**src/rtl/salc_pkg.sv**
```systemverilog
// Package: shared constants, handshake structs and helpers of the cache lookup block.
`timescale 1ns / 1ps
package salc_pkg;

	localparam int ADDR_W = 64;
	localparam int CNT_W  = 32;

	// register indexes (byte address / 4)
	localparam logic [1:0] REG_SET_BITS   = 2'd0;
	localparam logic [1:0] REG_WAYS       = 2'd1;
	localparam logic [1:0] REG_BLOCK_BITS = 2'd2;

	localparam logic [3:0] RST_SET_BITS   = 4'd4;
	localparam logic [3:0] RST_WAYS       = 4'd1;
	localparam logic [5:0] RST_BLOCK_BITS = 6'd4;

	localparam logic [1:0] OUT_HIT   = 2'd0;
	localparam logic [1:0] OUT_FILL  = 2'd1;
	localparam logic [1:0] OUT_EVICT = 2'd2;

	localparam logic KIND_MODIFY = 1'b1;

	typedef struct packed {
		logic clr;      // write a cleared row at the sweep pointer
		logic capture;  // take the input word, read its set
		logic reread;   // read the held set again
		logic look;     // resolve lookup, write back, load result
		logic last;     // result closes the input word
	} cmd_t;

	typedef struct packed {
		logic clr_done;
		logic out_free;
	} stat_t;

	function automatic logic [ADDR_W-1:0] shr64(logic [ADDR_W-1:0] x, logic [6:0] n);
		if (n >= 7'(ADDR_W)) begin
			return '0;
		end
		return x >> n[5:0];
	endfunction

endpackage

```
**src/rtl/salc_cfg.sv**
```systemverilog
// Configuration registers behind the APB-style port.
`timescale 1ns / 1ps
module salc_cfg
	import salc_pkg::*;
(
	input  logic        clk,
	input  logic        arst_n,
	input  logic        psel,
	input  logic        penable,
	input  logic        pwrite,
	input  logic [3:0]  paddr,
	input  logic [31:0] pwdata,
	output logic [31:0] prdata,
	output logic        pready,
	output logic [3:0]  set_bits,
	output logic [3:0]  ways_in_use,
	output logic [5:0]  block_bits
);

	logic wr;

	assign pready = 1'b1;
	assign wr     = psel & penable & pwrite;

	always_ff @(posedge clk or negedge arst_n) begin
		if (!arst_n) begin
			set_bits    <= RST_SET_BITS;
			ways_in_use <= RST_WAYS;
			block_bits  <= RST_BLOCK_BITS;
		end else if (wr) begin
			unique case (paddr[3:2])
				REG_SET_BITS:   set_bits    <= pwdata[3:0];
				REG_WAYS:       ways_in_use <= pwdata[3:0];
				REG_BLOCK_BITS: block_bits  <= pwdata[5:0];
				default: ;
			endcase
		end
	end

	always_comb begin
		unique case (paddr[3:2])
			REG_SET_BITS:   prdata = {28'd0, set_bits};
			REG_WAYS:       prdata = {28'd0, ways_in_use};
			REG_BLOCK_BITS: prdata = {26'd0, block_bits};
			default:        prdata = '0;
		endcase
	end

endmodule

```
**config.mk**
```make
export PLATFORM = sky130hd
export DESIGN_NAME = salc_cfg
export DESIGN_NICKNAME = d
export VERILOG_FILES = /design/src/rtl/salc_pkg.sv /design/src/rtl/salc_cfg.sv
export SDC_FILE = /design/constraint.sdc
export NUM_CORES = 1
export LEC_CHECK = 0
export ABC_AREA = 1
export BUFFER_PORTS_ARGS = -buffer_cell sky130_fd_sc_hd__buf_2
export CAP_MARGIN = 20
export CORE_MARGIN = 2
export CORE_UTILIZATION = 32
export DETAILED_ROUTE_END_ITERATION = 7
export HOLD_SLACK_MARGIN = 0.08
export PLACE_DENSITY = 0.85
export RECOVER_POWER = 25
export SETUP_SLACK_MARGIN = 0.2
export SKIP_CTS_REPAIR_TIMING = 1
export SLEW_MARGIN = 20
export SYNTH_ARGS = -nofsm -noshare
export SYNTH_HDL_FRONTEND = slang
export SYNTH_SLANG_ARGS = --single-unit
```
**constraint.sdc**
```tcl
create_clock -name clk -period 0.8 [get_ports clk]
set_clock_uncertainty 0.15 [all_clocks]
set_input_delay 0.04 -clock clk [delete_from_list [all_inputs] [get_ports clk]]
set_output_delay 0.04 -clock clk [all_outputs]
set_load 0.05 [all_outputs]
```
==> results of run 1 <==
==> flip-flops by register name, indices dropped and copies added, names as in the netlist <==
register and cells:
block_bits 6, set_bits 4, ways_in_use 4
==> area by class of cell <==
| cell class | count | area, um^2 |
|---|---|---|
| multi-input cells | 100 | 507 |
| flip-flops and latches | 14 | 368 |
| fillers | 244 | 1190 |
| repair buffers | 55 | 551 |
| well taps | 31 | 38.8 |
| inverters | 7 | 26.3 |
| clock buffers | 4 | 26.3 |
==> per-layer routing <==
metal  vias up  part of all wire
met5         -                 0
met4         0             0.031
met1       384              0.37
met3         5             0.058
li1        428                 -
met2        39              0.54
==> how the worst max path moves through the flow <==
stage,start,endpoint,slack (ps),cells past startpoint
floorplan,block_bits[2],prdata[2],-350,2
global placement,ways_in_use[0],prdata[0],-290,3
detailed placement,paddr[3],prdata[2],-310,7
CTS,set_bits[2],prdata[2],-620,3
global route,set_bits[2],prdata[2],-560,3
finish,set_bits[2],prdata[2],-530,3
==> cell usage in the layout, fill, tap and decap left out, types with 3 or more instances in the layout <==
cell type	count
nand2_1	43
conb_1	27
buf_6	19
nand2_2	17
buf_8	13
dfrtp_2	11
buf_2	11
buf_4	11
inv_1	5
nand3_4	4
nor2_1	3
nor2_4	3
dfstp_2	3
clkbuf_4	3
==> kinds of logic after synthesis <==
| kind of cell | synth area share |
|---|---|
| flops | 0.397 |
| buf+inv | 0.257 |
| simple gates | 0.337 |
| other cells | 0.00843 |
==> where the power goes <==
| group | switching [mW] | internal, mW |
|---|---|---|
| sequential | 0.132 | 0.897 |
| clock | 0.258 | 0.195 |
| combinational | 1.37 | 0.877 |
==> stage by stage <==
| step | total power [mW] | worst slack, ps | util | hold slack (ps) | TNS [ps] |
|---|---|---|---|---|---|
| final | 3.73 | -529 | 0.560 | -378 | -9290 |
| after global routing | 3.88 | -556 | 0.560 | -314 | -10140 |
| after CTS | 3.10 | -616 | 0.453 | -517 | -10060 |
| after detailed placement | 2.66 | -308 | 0.444 | -200 | -5780 |
| after global placement | 2.63 | -291 | 0.444 | -207 | -5400 |
| after floorplan | 2.32 | -353 | - | -406 | -3560 |
==> worst register-to-register path, stage by stage (launching register included) <==
cell and delay [ps]:
dfstp_2 550, buf_6 110, buf_6 90, nand2_2 30
nand2_1 60
==> results.toml, run 1 <==
[status]
status = "finished with violations"
violations = "negative hold slack, negative setup slack"

[worst_setup_path]
worst-path-buf-inv = 1
required_ps = 610
end_kind = "primary output"
crit_arrival_ps = 1140
r2r_cells = 4
worst_path_max_delay_cell = "dfstp_2"
path_delay_family = "flip-flops"
cp_max_fo = 3
startpoint_type = "flip-flop"
r2r_slack_ps = -230
rr_endpoint = "block_bits[2]"
critPathKind = "reg -> out"
rr_startpoint = "block_bits[2]"
max_stage_delay_ps = 570
cp_cell_sequence = "nand2_2, nand3_4, buf_8"

[finish]
antenna_cells = 0
finalInstanceArea_um2 = 1520
final_layout_size_suffix_gt1_frac = 0.550
area_delta_synth_final_pct = 70.2
final_nets = 222
final_cell_count_no_fill = 211

[synthesis]
ys_ff_latch = 14
seq_area_frac_synth = 0.397
synth-edff-count = 0
synth_ff_type = "dfrtp_1"
netlist_top_cells_area = "dfrtp_1, nand2_1, buf_4"
ys_warn_count = 0
synth.top_cell.area_share = 0.309
async_flop_share = 1.00
netlist.top_cell.by_area = "dfrtp_1"
synth_area_um2 = 891
synth.avg_cell_area_um2 = 7.24
synth_top_cells_by_count = "nand2_1, buf_4, dfrtp_1"
syn_inst = 123
synth_cell_types = 12
yosysMostFrequentCell = "nand2_1"

[sta]
hold-worst-slack_ps = -378
setup_violations = 34
final.setup.worst_slack_ps = -529
rsz0062_at_grt = "yes"
slew_headroom = 0.507
slew_violations = 0
fmax_mhz = 753
worstMarginPinSlew_ps = 740
hold_viol_final = 25
finalCritPeriodShare = 1.66
layout_min_cycle_time_ps = 1330

[cts]
htree_num_levels = 1
cts.root.buffer_cell = "clkbuf_4"
cts-buffers-inserted = 3
cts.path.max_buffers = 2
clk_latency_ps = 290
path_clk_slew_ps = 90
tritoncts = "built"
cts_sinks = 14

[routing]
via_count = 856
vias_per_cell = 4.06
drt-initial-drc-count = 8
dr.pass1.iters = 5
drt_wl_total_mm = 2.34
post_drt_wl_per_cell_um = 11.1
antenna_left = 0
drc_errors = 0

[floorplanning]
placementRows = 19
die_area_um2 = 3220
die_h_um = 56.8
core_um2 = 2710
initial_utilization = 0.329
ioPinCount = 88
die_x_um = 56.8

[placement]
post_dp_cell_area_um2 = 1200
gp_congestion = 0.778
dp_hpwl_mm = 1.68
numPortBuffers = 32
dpl.cell_count = 201

[grt]
grt_pass1_vias = 728
grt_usage = 0.138
overflow = 0
grtUsageMet1 = 0.146
grt_max_degree = 15
met3_usage = 0.0253
use_met2 = 0.238
busiest_layer = "met2"
antenna_found_initial = 0
grt_pass1_wl_mm = 3.18

[power_and_ir_drop]
leakage_nw = 0.827
vdd_ir_drop_max_mv = 1.49
power_density_nw_per_um2 = 2460

[flow_run]
cap_violations = 0

[worst_hold_path]
hold_path_class = "in -> async"
Note: power is estimated with default switching activity, not from simulation.
==> inputs of run 2 (changes only) <==
- ABC_AREA: 1 -> unset
- CORE_ASPECT_RATIO: unset -> 1.25
- GPL_TIMING_DRIVEN: unset -> 0
- PLACE_DENSITY: 0.85 -> 0.84
==> run 2 against run 1 <==
First-iteration DRC count fell by 38%. The run still ends with negative hold slack, negative setup slack left. Global-route usage decreased by 0.87 points. Critical endpoint unchanged. Maximum frequency fell by 5.3%.
==> results.toml, run 2 <==
[sta]
slew_headroom = 0.500
rsz0062_at_grt = "yes"
final.setup.worst_slack_ps = -603
hold_viol_final = 25
finalSetupTns_ps = -10520
finalCritPeriodShare = 1.75
slew_violations = 0
hold-worst-slack_ps = -364
layout_min_cycle_time_ps = 1400
setup_violations = 34
worstMarginPinSlew_ps = 750
fmax_mhz = 713

[finish]
largest_reg_flops = 6
seqCellArea_um2 = 368
area_delta_synth_final_pct = 75.2
antenna_cells = 0
multi_input_area_um2 = 524
layout_commonest_cell = "buf_4"
final_layout_size_suffix_gt1_frac = 0.774
final_nets = 188
fillCellCount = 234
reg.largest.list = "block_bits (6), set_bits (4), ways_in_use (4)"
mostFrequentLayoutCells = "buf_4, conb_1, buf_6, dfrtp_2, mux2_4"
largest_register = "block_bits"
final_core_util = 0.587

[power_and_ir_drop]
vdd_ir_drop_max_mv = 1.49
leakage_nw = 0.799
power_mw = 3.89
power_density_nw_per_um2 = 2470

[routing]
met1_length_um = 821
vias_per_cell = 4.04
wl_met2_mm = 1.16
drt-initial-drc-count = 5
dr.pass1.iters = 2
drc_errors = 0
wl_met3_um = 192
drt_wl_total_mm = 2.20
post_drt_wl_per_cell_um = 12.2
antenna_left = 0
via_count = 727
top_layer_used = "met4"

[status]
violations = "negative hold slack, negative setup slack"
status = "finished with violations"

[synthesis]
synth_area_um2 = 898
synth-edff-count = 0
yosysMostFrequentCell = "buf_4"
seq_area_frac_synth = 0.394
synth.top_cell.area_share = 0.306
synth_cell_types = 16
netlist.top_cell.by_area = "dfrtp_1"
ys_warn_count = 0
synth_top_cells_by_count = "buf_4, dfrtp_1, mux2_2"
syn_inst = 78
synth_ff_type = "dfrtp_1"
ys_ff_latch = 14
synth.avg_cell_area_um2 = 11.5
async_flop_share = 1.00
netlist_top_cells_area = "dfrtp_1, buf_4, mux2_2"

[worst_setup_path]
required_ps = 610
worst_path_max_delay_cell = "dfstp_2"
end_kind = "primary output"
cp_max_fo = 2
max_stage_delay_ps = 550
worst-path-buf-inv = 1
crit_arrival_ps = 1210
startpoint_type = "flip-flop"
critPathKind = "reg -> out"
path_delay_family = "flip-flops"
cp_cell_sequence = "mux2i_2, o21ai_4, buf_6"

[placement]
dp_hpwl_mm = 1.53
gp_congestion = 0.710
numPortBuffers = 30
dp_slack_ps = -550

[cts]
path_clk_slew_ps = 90
tritoncts = "built"
clk_latency_ps = 280
cts-buffers-inserted = 3
cts.path.max_buffers = 2
cts_sinks = 14
cts.root.buffer_cell = "clkbuf_4"
htree_num_levels = 1

[grt]
grt_pass1_wl_mm = 3.17
grt_usage = 0.130
antenna_found_initial = 0
grt_pass1_vias = 699
grt_max_degree = 15
overflow = 0

[flow_run]
cap_violations = 0

[floorplanning]
die_h_um = 63.2
die_x_um = 51.4
core_um2 = 2680
ioPinCount = 88
die_area_um2 = 3250
placementRows = 21
initial_utilization = 0.335

[worst_hold_path]
hold_path_class = "in -> async"
run 2: cell types whose count changed in the layout (fill, tap and decap cells not counted), sizes merged, moves of 2 or more:
cell | before | now
and3b | 0 | 2
nand2 | 61 | 4
nand3 | 5 | 1
buf | 54 | 67
mux2i | 0 | 4
mux2 | 0 | 14
o21ai | 0 | 4
nor2 | 7 | 0
inv | 7 | 0
run 2: final cells by class:
cell class	count	share of cell area
multi-input cells	60	0.333
repair buffers	39	0.241
flip-flops and latches	14	0.234
plain buffers	29	0.149
well taps	34	0.0270
clock buffers	4	0.0167
run 2: per-stage QoR:
step	instance area [um^2]	instances
floorplan	1110	103
global placement	1300	167
detailed placement	1300	167
CTS	1330	171
global route	1570	180
finish	1570	180
run 2: power by group:
part / internal, mW / total [mW] / switching (mW)
combinational: 0.960 / 2.37 / 1.41
sequential: 0.925 / 1.09 / 0.168
clock: 0.194 / 0.430 / 0.236
total: 2.08 / 3.89 / 1.81
run 2: worst paths after layout:
kind                                 from              to  slack [ps]  cells after the start
setup / recovery              set_bits[2]       prdata[2]        -600                      3
hold / removal                     arst_n     set_bits[1]        -360                      1
setup reg to reg              set_bits[2]     set_bits[2]        -280                      3
hold reg to reg            ways_in_use[3]  ways_in_use[3]         400                      1
max in group asynchronous          arst_n   block_bits[0]         340                      1
min in group clk                pwdata[5]   block_bits[5]        -170                      2
run 2: per-layer routing:
metal  up-vias  track usage
met3         3       0.0166
li1        343            -
met2        44        0.248
met1       337        0.133
met5         -            0
met4         0       0.0592
run 2: worst reg2reg max path: cells and delay by family, from the launching register on:
family	cells	cell delay [ps]
flops	1	380
buf+inv	2	220
mux	1	260
run 2: cells by family (layout without fill, tap and decap cells):
group                  Yosys count  after routing  share of synthesized area
AND/OR/NAND/NOR                 11             11                     0.0919
other                            2             27                    0.00836
buffers and inverters           29             72                      0.247
multiplexers                    18             18                      0.237
flip-flops                      14             14                      0.394
AO/OA/AOI/OAI                    4              4                     0.0223
