`config.mk`:
```
export PLATFORM = sky130hd
export DESIGN_NAME = salc_ctrl
export DESIGN_NICKNAME = d
export VERILOG_FILES = /design/src/rtl/salc_pkg.sv /design/src/rtl/salc_ctrl.sv
export SDC_FILE = /design/constraint.sdc
export NUM_CORES = 1
export LEC_CHECK = 0
export BUFFER_PORTS_ARGS = -buffer_cell sky130_fd_sc_hd__buf_4
export CAP_MARGIN = 20
export CORE_AREA = 2 2 39 41
export CTS_BUF_LIST = sky130_fd_sc_hd__clkbuf_8
export CTS_CLUSTER_SIZE = 10
export DETAILED_ROUTE_END_ITERATION = 12
export DIE_AREA = 0 0 41 43
export RECOVER_POWER = 25
export SETUP_SLACK_MARGIN = 0.5
export SLEW_MARGIN = 40
export SYNTH_ARGS = -nofsm -noshare
export SYNTH_HDL_FRONTEND = slang
export SYNTH_SLANG_ARGS = --single-unit
```
`constraint.sdc`:
```
create_clock -name clk -period 3.59 [get_ports clk]
set_input_delay 0.718 -clock clk [delete_from_list [all_inputs] [get_ports clk]]
set_output_delay 0.718 -clock clk [all_outputs]
set_load 0.01 [all_outputs]
```
`src/rtl/salc_pkg.sv`:
```
// Package: shared constants, handshake structs and helpers of the cache lookup block.
`timescale 1ns / 1ps
package salc_pkg;

	localparam int ADDR_W = 64;
	localparam int CNT_W  = 32;

	// register indexes (byte address / 4)
	localparam logic [1:0] REG_SET_BITS   = 2'd0;
	localparam logic [1:0] REG_WAYS       = 2'd1;
	localparam logic [1:0] REG_BLOCK_BITS = 2'd2;

	localparam logic [3:0] RST_SET_BITS   = 4'd4;
	localparam logic [3:0] RST_WAYS       = 4'd1;
	localparam logic [5:0] RST_BLOCK_BITS = 6'd4;

	localparam logic [1:0] OUT_HIT   = 2'd0;
	localparam logic [1:0] OUT_FILL  = 2'd1;
	localparam logic [1:0] OUT_EVICT = 2'd2;

	localparam logic KIND_MODIFY = 1'b1;

	typedef struct packed {
		logic clr;      // write a cleared row at the sweep pointer
		logic capture;  // take the input word, read its set
		logic reread;   // read the held set again
		logic look;     // resolve lookup, write back, load result
		logic last;     // result closes the input word
	} cmd_t;

	typedef struct packed {
		logic clr_done;
		logic out_free;
	} stat_t;

	function automatic logic [ADDR_W-1:0] shr64(logic [ADDR_W-1:0] x, logic [6:0] n);
		if (n >= 7'(ADDR_W)) begin
			return '0;
		end
		return x >> n[5:0];
	endfunction

endpackage

```
`src/rtl/salc_ctrl.sv`:
```
// Controller: sequences clearing sweep, capture and the one or two lookups per word.
`timescale 1ns / 1ps
module salc_ctrl
	import salc_pkg::*;
(
	input  logic  clk,
	input  logic  arst_n,
	input  logic  s_tvalid,
	input  logic  s_tuser,
	output logic  s_tready,
	input  stat_t stat,
	output cmd_t  cmd
);

	typedef enum logic [3:0] {
		ST_CLEAR  = 4'b0001,
		ST_IDLE   = 4'b0010,
		ST_LOOK   = 4'b0100,
		ST_REREAD = 4'b1000
	} state_t;

	state_t state_q, state_d;
	logic   modify_q, second_q;
	logic   acc;

	assign s_tready = (state_q == ST_IDLE);
	assign acc      = s_tvalid & s_tready;

	always_comb begin
		state_d = state_q;
		cmd     = '0;
		unique case (state_q)
			ST_CLEAR: begin
				cmd.clr = 1'b1;
				if (stat.clr_done) state_d = ST_IDLE;
			end
			ST_IDLE: begin
				cmd.capture = acc;
				if (acc) state_d = ST_LOOK;
			end
			ST_LOOK: begin
				if (stat.out_free) begin
					cmd.look = 1'b1;
					cmd.last = !(modify_q && !second_q);
					state_d  = (modify_q && !second_q) ? ST_REREAD : ST_IDLE;
				end
			end
			ST_REREAD: begin
				cmd.reread = 1'b1;
				state_d    = ST_LOOK;
			end
			default: state_d = ST_IDLE;
		endcase
	end

	always_ff @(posedge clk or negedge arst_n) begin
		if (!arst_n) begin
			state_q  <= ST_CLEAR;
			modify_q <= 1'b0;
			second_q <= 1'b0;
		end else begin
			state_q <= state_d;
			if (acc) begin
				modify_q <= (s_tuser == KIND_MODIFY);
				second_q <= 1'b0;
			end else if (cmd.look) begin
				second_q <= 1'b1;
			end
		end
	end

endmodule

```
==> reports/metrics.cfg, run 1 <==
[outcome]
status=finished clean

[die]
initial_utilization_pct=28.8
die-area_sq_mm=0.00176
pin_count=12
die_h_um=43
coreArea_sq_mm=0.00138
rows=14
die-width_um=41

[clock_tree]
clk_pin_slew_ps=40
clock_latency_ps=230
ctsResizeCount=0
cts-hold-fix-buffers=0
cts_root_buffer=clkbuf_8
cts_setup_buffers=0
clock_sinks=6
cts-htree-levels=1
cts_buffers=3
cts_tree=done
clock_path_buffers=2

[route]
route.antenna.remaining_nets=0
drt_first_iter_violations=6
wl_per_cell_um=11.6
wl_um=765
drcViolationCount=0
first_pass_iters=4
routed_via_density=4.67
num_vias=308

[yosys]
synth_seq_cells=6
netlist_area_sq_um=399
syn-num-nets=45
synth_top_cell_area_share_pct=31.3
synthAdderAreaFrac_pct=0
ys_types=24
yosysMostFrequentCell=dfrtp_1
synth_compound_area_share_pct=12.2
synth.avg_cell_area_sq_um=10.2
async_flop_share_pct=100
synth_xor_area_share_pct=0
yosysWarnings=0
synth_top_family_by_area=simple AND/OR/NAND/NOR gates
synth_edf_count=0
synth_mux_area_share_pct=3.76
yosysTopAreaCell=dfrtp_1
synthSimpleGateAreaFrac_pct=36.1
synth_flop_cell=dfrtp_1
yosysSeqAreaShare_pct=37.9
ys_top_cells_by_area=dfrtp_1 (31%), nor3b_1 (7.5%), dfstp_2 (6.6%)
postSynthCellCount=39
synth_top_cells_by_count=dfrtp_1 (5), nor2b_1 (4), nor3b_1 (4)

[hold_path]
hold_class=input port to asynchronous set/reset pin

[global_routing]
grt_overflow=0
grt.total_usage_pct=12.5
grt_antenna_before_repair=0
grt_max_degree=11
grt_pass1_vias=285
grt_pass1_wl_um=1240

[timing]
slew_viol_final=0
hold_viol=0
clock.fmax_mhz=444
fin_skew_ps=4.94
setup_viol_count_final=0
whs_ps=345
rsz0062_at_grt=no
post-route-period-util_pct=62.8
worstMarginPinSlew_ps=321
min_period_ps=2250
setup_tns_ps=0
maxSlewHeadroom_pct=78.6

[power_and_ir_drop]
p_sw_share_pct=33.9
seq_power_share_pct=34.0
combPwrFrac_pct=38.8
p_leak_nw=0.243
pwr-share-clk_pct=27.1
p_per_area_mw_per_mm2=780
p_int_mw=0.265
power.switching_mw=0.136
vdd_ir_drop_max_uv=381

[cells_and_area]
drive_gt1_share_pct=40.0
diodes=0
final_nets=57
area_growth_pct=28.8

[place]
portBuffers=11
place_congestion=0.747
dp_hpwl_um=556

[flow_run]
drv_cap=0

[critical_path]
cp_max_fo=10
critPathCaptureType=primary output
cp-start-kind=register
reg2reg_slack_ps=2200
crit_arrival_ps=1540
worstPathRequired_ps=2870
crit_type=register to primary output

kinds of logic after synthesis:
family,after synthesis
AND/OR/NAND/NOR,18
AO/OA/AOI/OAI,7
buffers and inverters,7
flip-flops,6
multiplexers,1
power groups by stage:
| stage | combinational, mW | clock (mW) | sequential [mW] |
|---|---|---|---|
| 2_1_floorplan | 0.160 | 0 | 0.102 |
| 3_5_place_dp | 0.157 | 0 | 0.136 |
| 5_1_grt | 0.173 | 0.115 | 0.143 |
| 6_report | 0.156 | 0.109 | 0.137 |
| 3_3_place_gp | 0.157 | 0 | 0.136 |
| 4_1_cts | 0.159 | 0.112 | 0.136 |
stage by stage:
step                util [%]  std cells  total power, mW  setup WS, ps  area (sq um)
global placement        34.2         62            0.293          1610           473
CTS                     37.4         66            0.406          1330           518
detailed placement      34.2         62            0.294          1590           473
finish                  37.2         66            0.401          1340           514
global route            37.2         66            0.431          1180           514
floorplan                  -         39            0.262          1610           399
routing by layer:
metal / up-vias / global-route usage (%) / share of wire [%]
met2: 10 / 12.5 / 42
met4: 0 / 14.0 / 6.1
met3: 4 / 8.38 / 7.3
met5: - / 0 / 0
met1: 138 / 15.3 / 44
li1: 156 / - / -
flip-flops by register name, summed over array words and instances (netlist names):
signal    count
state_q       4
modify_q      1
second_q      1
area by class of cell:
cell class,instances,area (sq um)
fill,144,870
sequential,6,151
multi-input combinational,26,208
timing repair buffer,11,78.8
inverter,3,11.3
clock buffer,3,41.3
tap,16,20.0
clock inverter,1,3.75
layout by cell type, fill, tap and decap left out, drive strengths merged, types with 2 or more instances in the layout:
master,instances
dfrtp,5
inv,4
nor4b,2
nor2b,4
nor2,2
clkbuf,4
nor3b,4
o21ai,2
buf,10
worst max-delay path: stages, from the launching register on:
cell and delay (ps):
dfrtp_1 520, nor4b_1 320, and2_1 210, nor2b_1 130
buf_4 120
worst paths after layout:
path / from / endpoint / cells past startpoint
setup / recovery: state_q[2]$_DFFE_PN0P_ / cmd[0] / 4
hold / removal: arst_n / state_q[3]$_DFFE_PN0P_ / 1
setup reg to reg: state_q[3]$_DFFE_PN0P_ / modify_q$_DFFE_PN0P_ / 3
hold reg to reg: modify_q$_DFFE_PN0P_ / modify_q$_DFFE_PN0P_ / 1
max in group asynchronous: arst_n / state_q[0]$_DFFE_PN1P_ / 1
min in group clk: modify_q$_DFFE_PN0P_ / modify_q$_DFFE_PN0P_ / 1
(Power assumes the default switching activity.)
==> run 2, diff against run 1 <==
==> constraint.sdc (replaced) <==
create_clock -name clk -period 1.85 [get_ports clk]
set_input_delay 0.37 -clock clk [delete_from_list [all_inputs] [get_ports clk]]
set_output_delay 0.37 -clock clk [all_outputs]
set_load 0.01 [all_outputs]
==> reports/metrics.cfg, run 2 (synthesis results as in run 1) <==
[place]
place_ws_ps=248  ; -1340 ps
portBuffers=11  ; unchanged
place_congestion=0.702  ; -6.1%
dp.cells=62  ; unchanged
dp_hpwl_um=609  ; +9.5%

[critical_path]
critPathCaptureType=primary output
crit_arrival_ps=1360  ; -180 ps
reg2reg_slack_ps=280  ; -1920 ps
endpoint=cmd[0]
rr_endpoint=modify_q$_DFFE_PN0P_
worstPathRequired_ps=1480  ; -1390 ps
reg2reg_from=state_q[2]$_DFFE_PN0P_
cp-start-kind=register
crit_start=state_q[1]$_DFFE_PN0P_
crit_type=register to primary output
rr_worst_depth=5  ; +2
cp_max_fo=3  ; -7

[power_and_ir_drop]
p_int_mw=0.676  ; +160%
p_per_area_mw_per_mm2=1460  ; +87%
p_leak_nw=0.323  ; +33%
power.switching_mw=0.364  ; +170%
pwr-share-clk_pct=20.2  ; -6.9 points
vdd_ir_drop_max_uv=703  ; +84%
seq_power_share_pct=24.9  ; -9.1 points
p_sw_share_pct=35.0  ; +1.0 points
combPwrFrac_pct=54.9  ; +16 points

[die]
die-area_sq_mm=0.00176  ; unchanged
coreArea_sq_mm=0.00138  ; unchanged
pin_count=12  ; unchanged
initial_utilization_pct=28.8  ; unchanged
die-width_um=41  ; unchanged
rows=14  ; unchanged
die_h_um=43  ; unchanged

[cells_and_area]
utilization_pct=51.4  ; +14 points
area_growth_pct=78.4
reg.largest.list=state_q: 4 flops, modify_q: 1 flops, second_q: 1 flops
mostFrequentLayoutCells=buf_4 (14), buf_6 (7), clkbuf_8 (3), dfrtp_2 (3)
final_nets=70  ; +23%
largest_reg_flops=4  ; unchanged
largest-register=state_q
diodes=0  ; unchanged
final_common_cell=buf_4
stdcell_count=79  ; +20%
drive_gt1_share_pct=69.8  ; +30 points

[clock_tree]
clock_path_buffers=2  ; unchanged
clk_pin_slew_ps=40  ; about the same
cts-htree-levels=1  ; unchanged
clock_latency_ps=230  ; about the same
cts_root_buffer=clkbuf_8
cts_buffers=3  ; unchanged
cts_tree=done
clock_sinks=6  ; unchanged

[route]
wl_per_cell_um=14.2  ; +23%
routed_via_density=4.80  ; +2.8%
route.antenna.remaining_nets=0  ; unchanged
first_pass_iters=4  ; unchanged
wl_um=1130  ; +47%
drcViolationCount=0  ; unchanged
num_vias=379  ; +23%
drt_first_iter_violations=8  ; +2

[global_routing]
grt_pass1_vias=330  ; +16%
grt_max_degree=8  ; -3
grt_pass1_wl_um=1500  ; +21%
grt.total_usage_pct=14.0  ; +1.5 points
grt_antenna_before_repair=0  ; unchanged
grt_overflow=0  ; unchanged

[timing]
post-route-period-util_pct=93.7
setup_tns_ps=0  ; unchanged
slew_viol_final=0  ; unchanged
fin_skew_ps=1.74  ; -3.20 ps
setup_viol_count_final=0  ; unchanged
whs_ps=274  ; -70.6 ps
min_period_ps=1730
maxSlewHeadroom_pct=75.7  ; -2.9 points
hold_viol=0  ; unchanged
finalWorstSetupSlack_ps=117  ; -1220 ps
rsz0062_at_grt=yes
worstMarginPinSlew_ps=365  ; +43.4 ps
clock.fmax_mhz=577

[flow_run]
drv_cap=0  ; unchanged

[hold_path]
hold_class=input port to register

[outcome]
status=finished clean

-- run 2: cell types whose count changed in the layout (fill, tap and decap cells not counted), sizes merged --
cell / delta
buf: +12
dlygate4sd3: +1
-- run 2: worst max-delay path, stage by stage, from the launching register on --
cell and delay [ps]:
dfrtp_2 420, nor4b_4 290, and2_4 190, nor2b_4 120, buf_4 110
-- run 2: what timing repair did --
action	in CTS	in global routing
pin swaps	4	4
hold endpoints to repair	5	0
setup endpoints to repair	7	9
hold buffers	1	0
setup buffers	7	5
resized for setup	11	9
-- run 2: area by class of cell --
class | instances | area (sq um)
fill | 128 | 672
multi-input combinational | 26 | 263
timing repair buffer | 24 | 218
sequential | 6 | 155
clock buffer | 3 | 41.3
tap | 16 | 20.0
inverter | 3 | 11.3
clock inverter | 1 | 3.75
-- run 2: how the worst min path moves through the flow --
stage	startpoint	end	cells after the start
after floorplan	arst_n	modify_q$_DFFE_PN0P_	0
after global placement	arst_n	state_q[3]$_DFFE_PN0P_	1
after detailed placement	arst_n	state_q[2]$_DFFE_PN0P_	1
after CTS	stat[1]	state_q[0]$_DFFE_PN1P_	2
after global routing	stat[1]	state_q[0]$_DFFE_PN1P_	2
final	stat[1]	state_q[0]$_DFFE_PN1P_	2
-- run 2: routing by layer --
layer / wire (um) / track usage (%)
met1: 497 / 17.4
met2: 547 / 17.2
met3: 30 / 3.14
met4: 49 / 16.0
met5: 0 / 0
-- run 2: power groups by stage --
stage          Clock [mW]  Sequential (mW)  Combinational (mW)
3_3_place_gp            0            0.270               0.328
2_1_floorplan           0            0.200               0.355
3_5_place_dp            0            0.270               0.328
5_1_grt             0.229            0.267               0.604
6_report            0.211            0.259               0.570
4_1_cts             0.216            0.249               0.461
-- run 2: per-stage QoR --
stage,power (mW),cell area (sq um)
after floorplan,0.555,425
after global placement,0.598,489
final,1.04,712
after CTS,0.926,637
after global routing,1.10,712
after detailed placement,0.598,489
==> run 3, diff against run 2 <==
==> constraint.sdc (replaced) <==
create_clock -name clk -period 1.85 [get_ports clk]
set_input_delay 0.185 -clock clk [delete_from_list [all_inputs] [get_ports clk]]
set_output_delay 0.185 -clock clk [all_outputs]
set_load 0.01 [all_outputs]
==> reports/metrics.cfg, run 3 (synthesis results as in run 1) <==
[timing]
setup_viol_count_final=0  ; unchanged
slew_viol_final=0  ; unchanged
fin_skew_ps=7.46  ; +5.72 ps
min_period_ps=1540  ; -188 ps
hold_viol=0  ; unchanged
setup_tns_ps=0  ; unchanged
clock.fmax_mhz=647  ; +12%
worstMarginPinSlew_ps=332  ; -32.7 ps
maxSlewHeadroom_pct=77.9  ; +2.2 points
rsz0062_at_grt=yes
post-route-period-util_pct=83.5  ; -10 points

[cells_and_area]
multi_input_area_sq_um=295  ; +12%
utilization_pct=55.2  ; +3.7 points
drive_gt1_share_pct=72.3  ; +2.5 points
seq_area_sq_um=155  ; unchanged
reg.largest.list=state_q: 4 flops, modify_q: 1 flops, second_q: 1 flops
mostFrequentLayoutCells=buf_4 (15), buf_6 (8), clkbuf_8 (3), dfrtp_2 (3)
final_common_cell=buf_4
final_nets=72  ; +2.9%
largest_reg_flops=4  ; unchanged
area_growth_pct=91.2
diodes=0  ; unchanged
nFillCells=118  ; -7.8%
largest-register=state_q

[power_and_ir_drop]
p_int_mw=0.790  ; +17%
p_per_area_mw_per_mm2=1570  ; +7.5%
seq_power_share_pct=20.9  ; -4.0 points
vdd_ir_drop_max_uv=706  ; +0.46%
p_sw_share_pct=34.1  ; -0.91 points
pwr-share-clk_pct=16.8  ; -3.4 points
p_leak_nw=0.344  ; +6.5%
power.switching_mw=0.408  ; +12%
combPwrFrac_pct=62.3  ; +7.4 points

[route]
route.antenna.remaining_nets=0  ; unchanged
first_pass_iters=4  ; unchanged
num_vias=381  ; +0.53%
drt_first_iter_violations=3  ; -5
drcViolationCount=0  ; unchanged
routed_via_density=4.70  ; -2.0%
wl_um=1110  ; -1.3%
wl_per_cell_um=13.7  ; -3.8%

[critical_path]
cp_max_fo=3  ; unchanged
critPathCaptureType=primary output
cp-start-kind=register
slowest_delay_ps=420  ; about the same
crit_chain=nor4b_4 -> and2_4 -> nor2b_4 -> buf_6
rr_worst_depth=5  ; unchanged
crit_start=state_q[3]$_DFFE_PN0P_
endpoint=cmd[0]
reg2reg_slack_ps=380  ; +100 ps
crit_type=register to primary output
rr_endpoint=modify_q$_DFFE_PN0P_
worst-path-buf-inv=1  ; unchanged
worstPathRequired_ps=1660  ; +180 ps
crit_arrival_ps=1360  ; about the same
path_depth=4  ; unchanged
worst_path_max_delay_cell=dfrtp_2
reg2reg_from=state_q[3]$_DFFE_PN0P_
critPathTopFamily=simple AND/OR/NAND/NOR gates

[die]
coreArea_sq_mm=0.00138  ; unchanged
initial_utilization_pct=28.8  ; unchanged
rows=14  ; unchanged
die-area_sq_mm=0.00176  ; unchanged
die-width_um=41  ; unchanged
die_h_um=43  ; unchanged
pin_count=12  ; unchanged

[hold_path]
hold_class=input port to register

[clock_tree]
cts_root_buffer=clkbuf_8
clock_sinks=6  ; unchanged
clock_path_buffers=2  ; unchanged
cts_buffers=3  ; unchanged
clk_pin_slew_ps=30  ; about the same
cts_tree=done
cts-htree-levels=1  ; unchanged
clock_latency_ps=230  ; about the same

[global_routing]
grt.total_usage_pct=14.8  ; +0.85 points
grt_overflow=0  ; unchanged
grt_pass1_wl_um=1650  ; +9.6%
grt_max_degree=7  ; -1
grt_antenna_before_repair=0  ; unchanged
grt_pass1_vias=364  ; +10%

[place]
portBuffers=11  ; unchanged
dp_hpwl_um=614  ; +0.79%
place_congestion=0.727  ; +3.6%

[outcome]
status=finished clean

[flow_run]
drv_cap=0  ; unchanged

-- run 3: cell count changes in the layout (fill, tap and decap cells not counted), sizes merged --
cell | previous run | this run
buf | 22 | 24
-- run 3: power by group through the flow --
stage / sequential, mW / clock (mW) / combinational, mW
after floorplan: 0.200 / 0 / 0.343
after global placement: 0.268 / 0 / 0.327
after detailed placement: 0.271 / 0 / 0.325
after CTS: 0.240 / 0.209 / 0.553
after global routing: 0.259 / 0.221 / 0.783
final: 0.250 / 0.202 / 0.746
-- run 3: how the worst min path moves through the flow --
stage / from / endpoint / slack, ps / cells past startpoint
after global placement: arst_n / state_q[3]$_DFFE_PN0P_ / -0.8 / 1
after detailed placement: arst_n / state_q[3]$_DFFE_PN0P_ / -2 / 1
after global routing: stat[1] / state_q[0]$_DFFE_PN1P_ / 100 / 2
after floorplan: arst_n / modify_q$_DFFE_PN0P_ / -110 / 0
final: stat[1] / state_q[0]$_DFFE_PN1P_ / 100 / 2
after CTS: stat[1] / state_q[0]$_DFFE_PN1P_ / 90 / 2
-- run 3: area by class of cell --
type,instances,area share (%)
multi-input cells,26,38.7
repair buffers,26,31.0
flip-flops and latches,6,20.3
clock buffers,3,5.41
well taps,16,2.62
inverters,3,1.48
clock inverters,1,0.492
-- run 3: layer usage --
metal	GRT usage [%]	vias to the layer above	wire length, um
li1	-	187	-
met1	18.2	182	453
met2	20.0	10	598
met3	6.28	2	43
met4	10.0	0	14
met5	0	-	0
-- run 3: worst register-to-register path: stages, from the launching register on --
cell,delay (ps)
dfrtp_2,420
buf_4,150
nor4b_4,260
nand2_2,110
buf_6,140
mux2_4,280
-- run 3: through the flow --
stage	hold WS, ps	cells	setup slack [ps]	power [mW]	area (sq um)
global placement	-0.787	62	451	0.595	487
CTS	88.3	79	280	1.00	676
global route	104	81	251	1.26	763
detailed placement	-1.90	62	420	0.596	487
floorplan	-111	39	473	0.543	419
finish	105	81	305	1.20	763
-- run 3: what timing repair did --
item                                   4_1_cts  5_1_grt
buffers inserted                            12        2
hold buffers                                 1        0
resized for setup                           11       16
endpoints found under the hold margin        6        0
pin swaps                                    5        6
setup endpoints to repair                    7       10
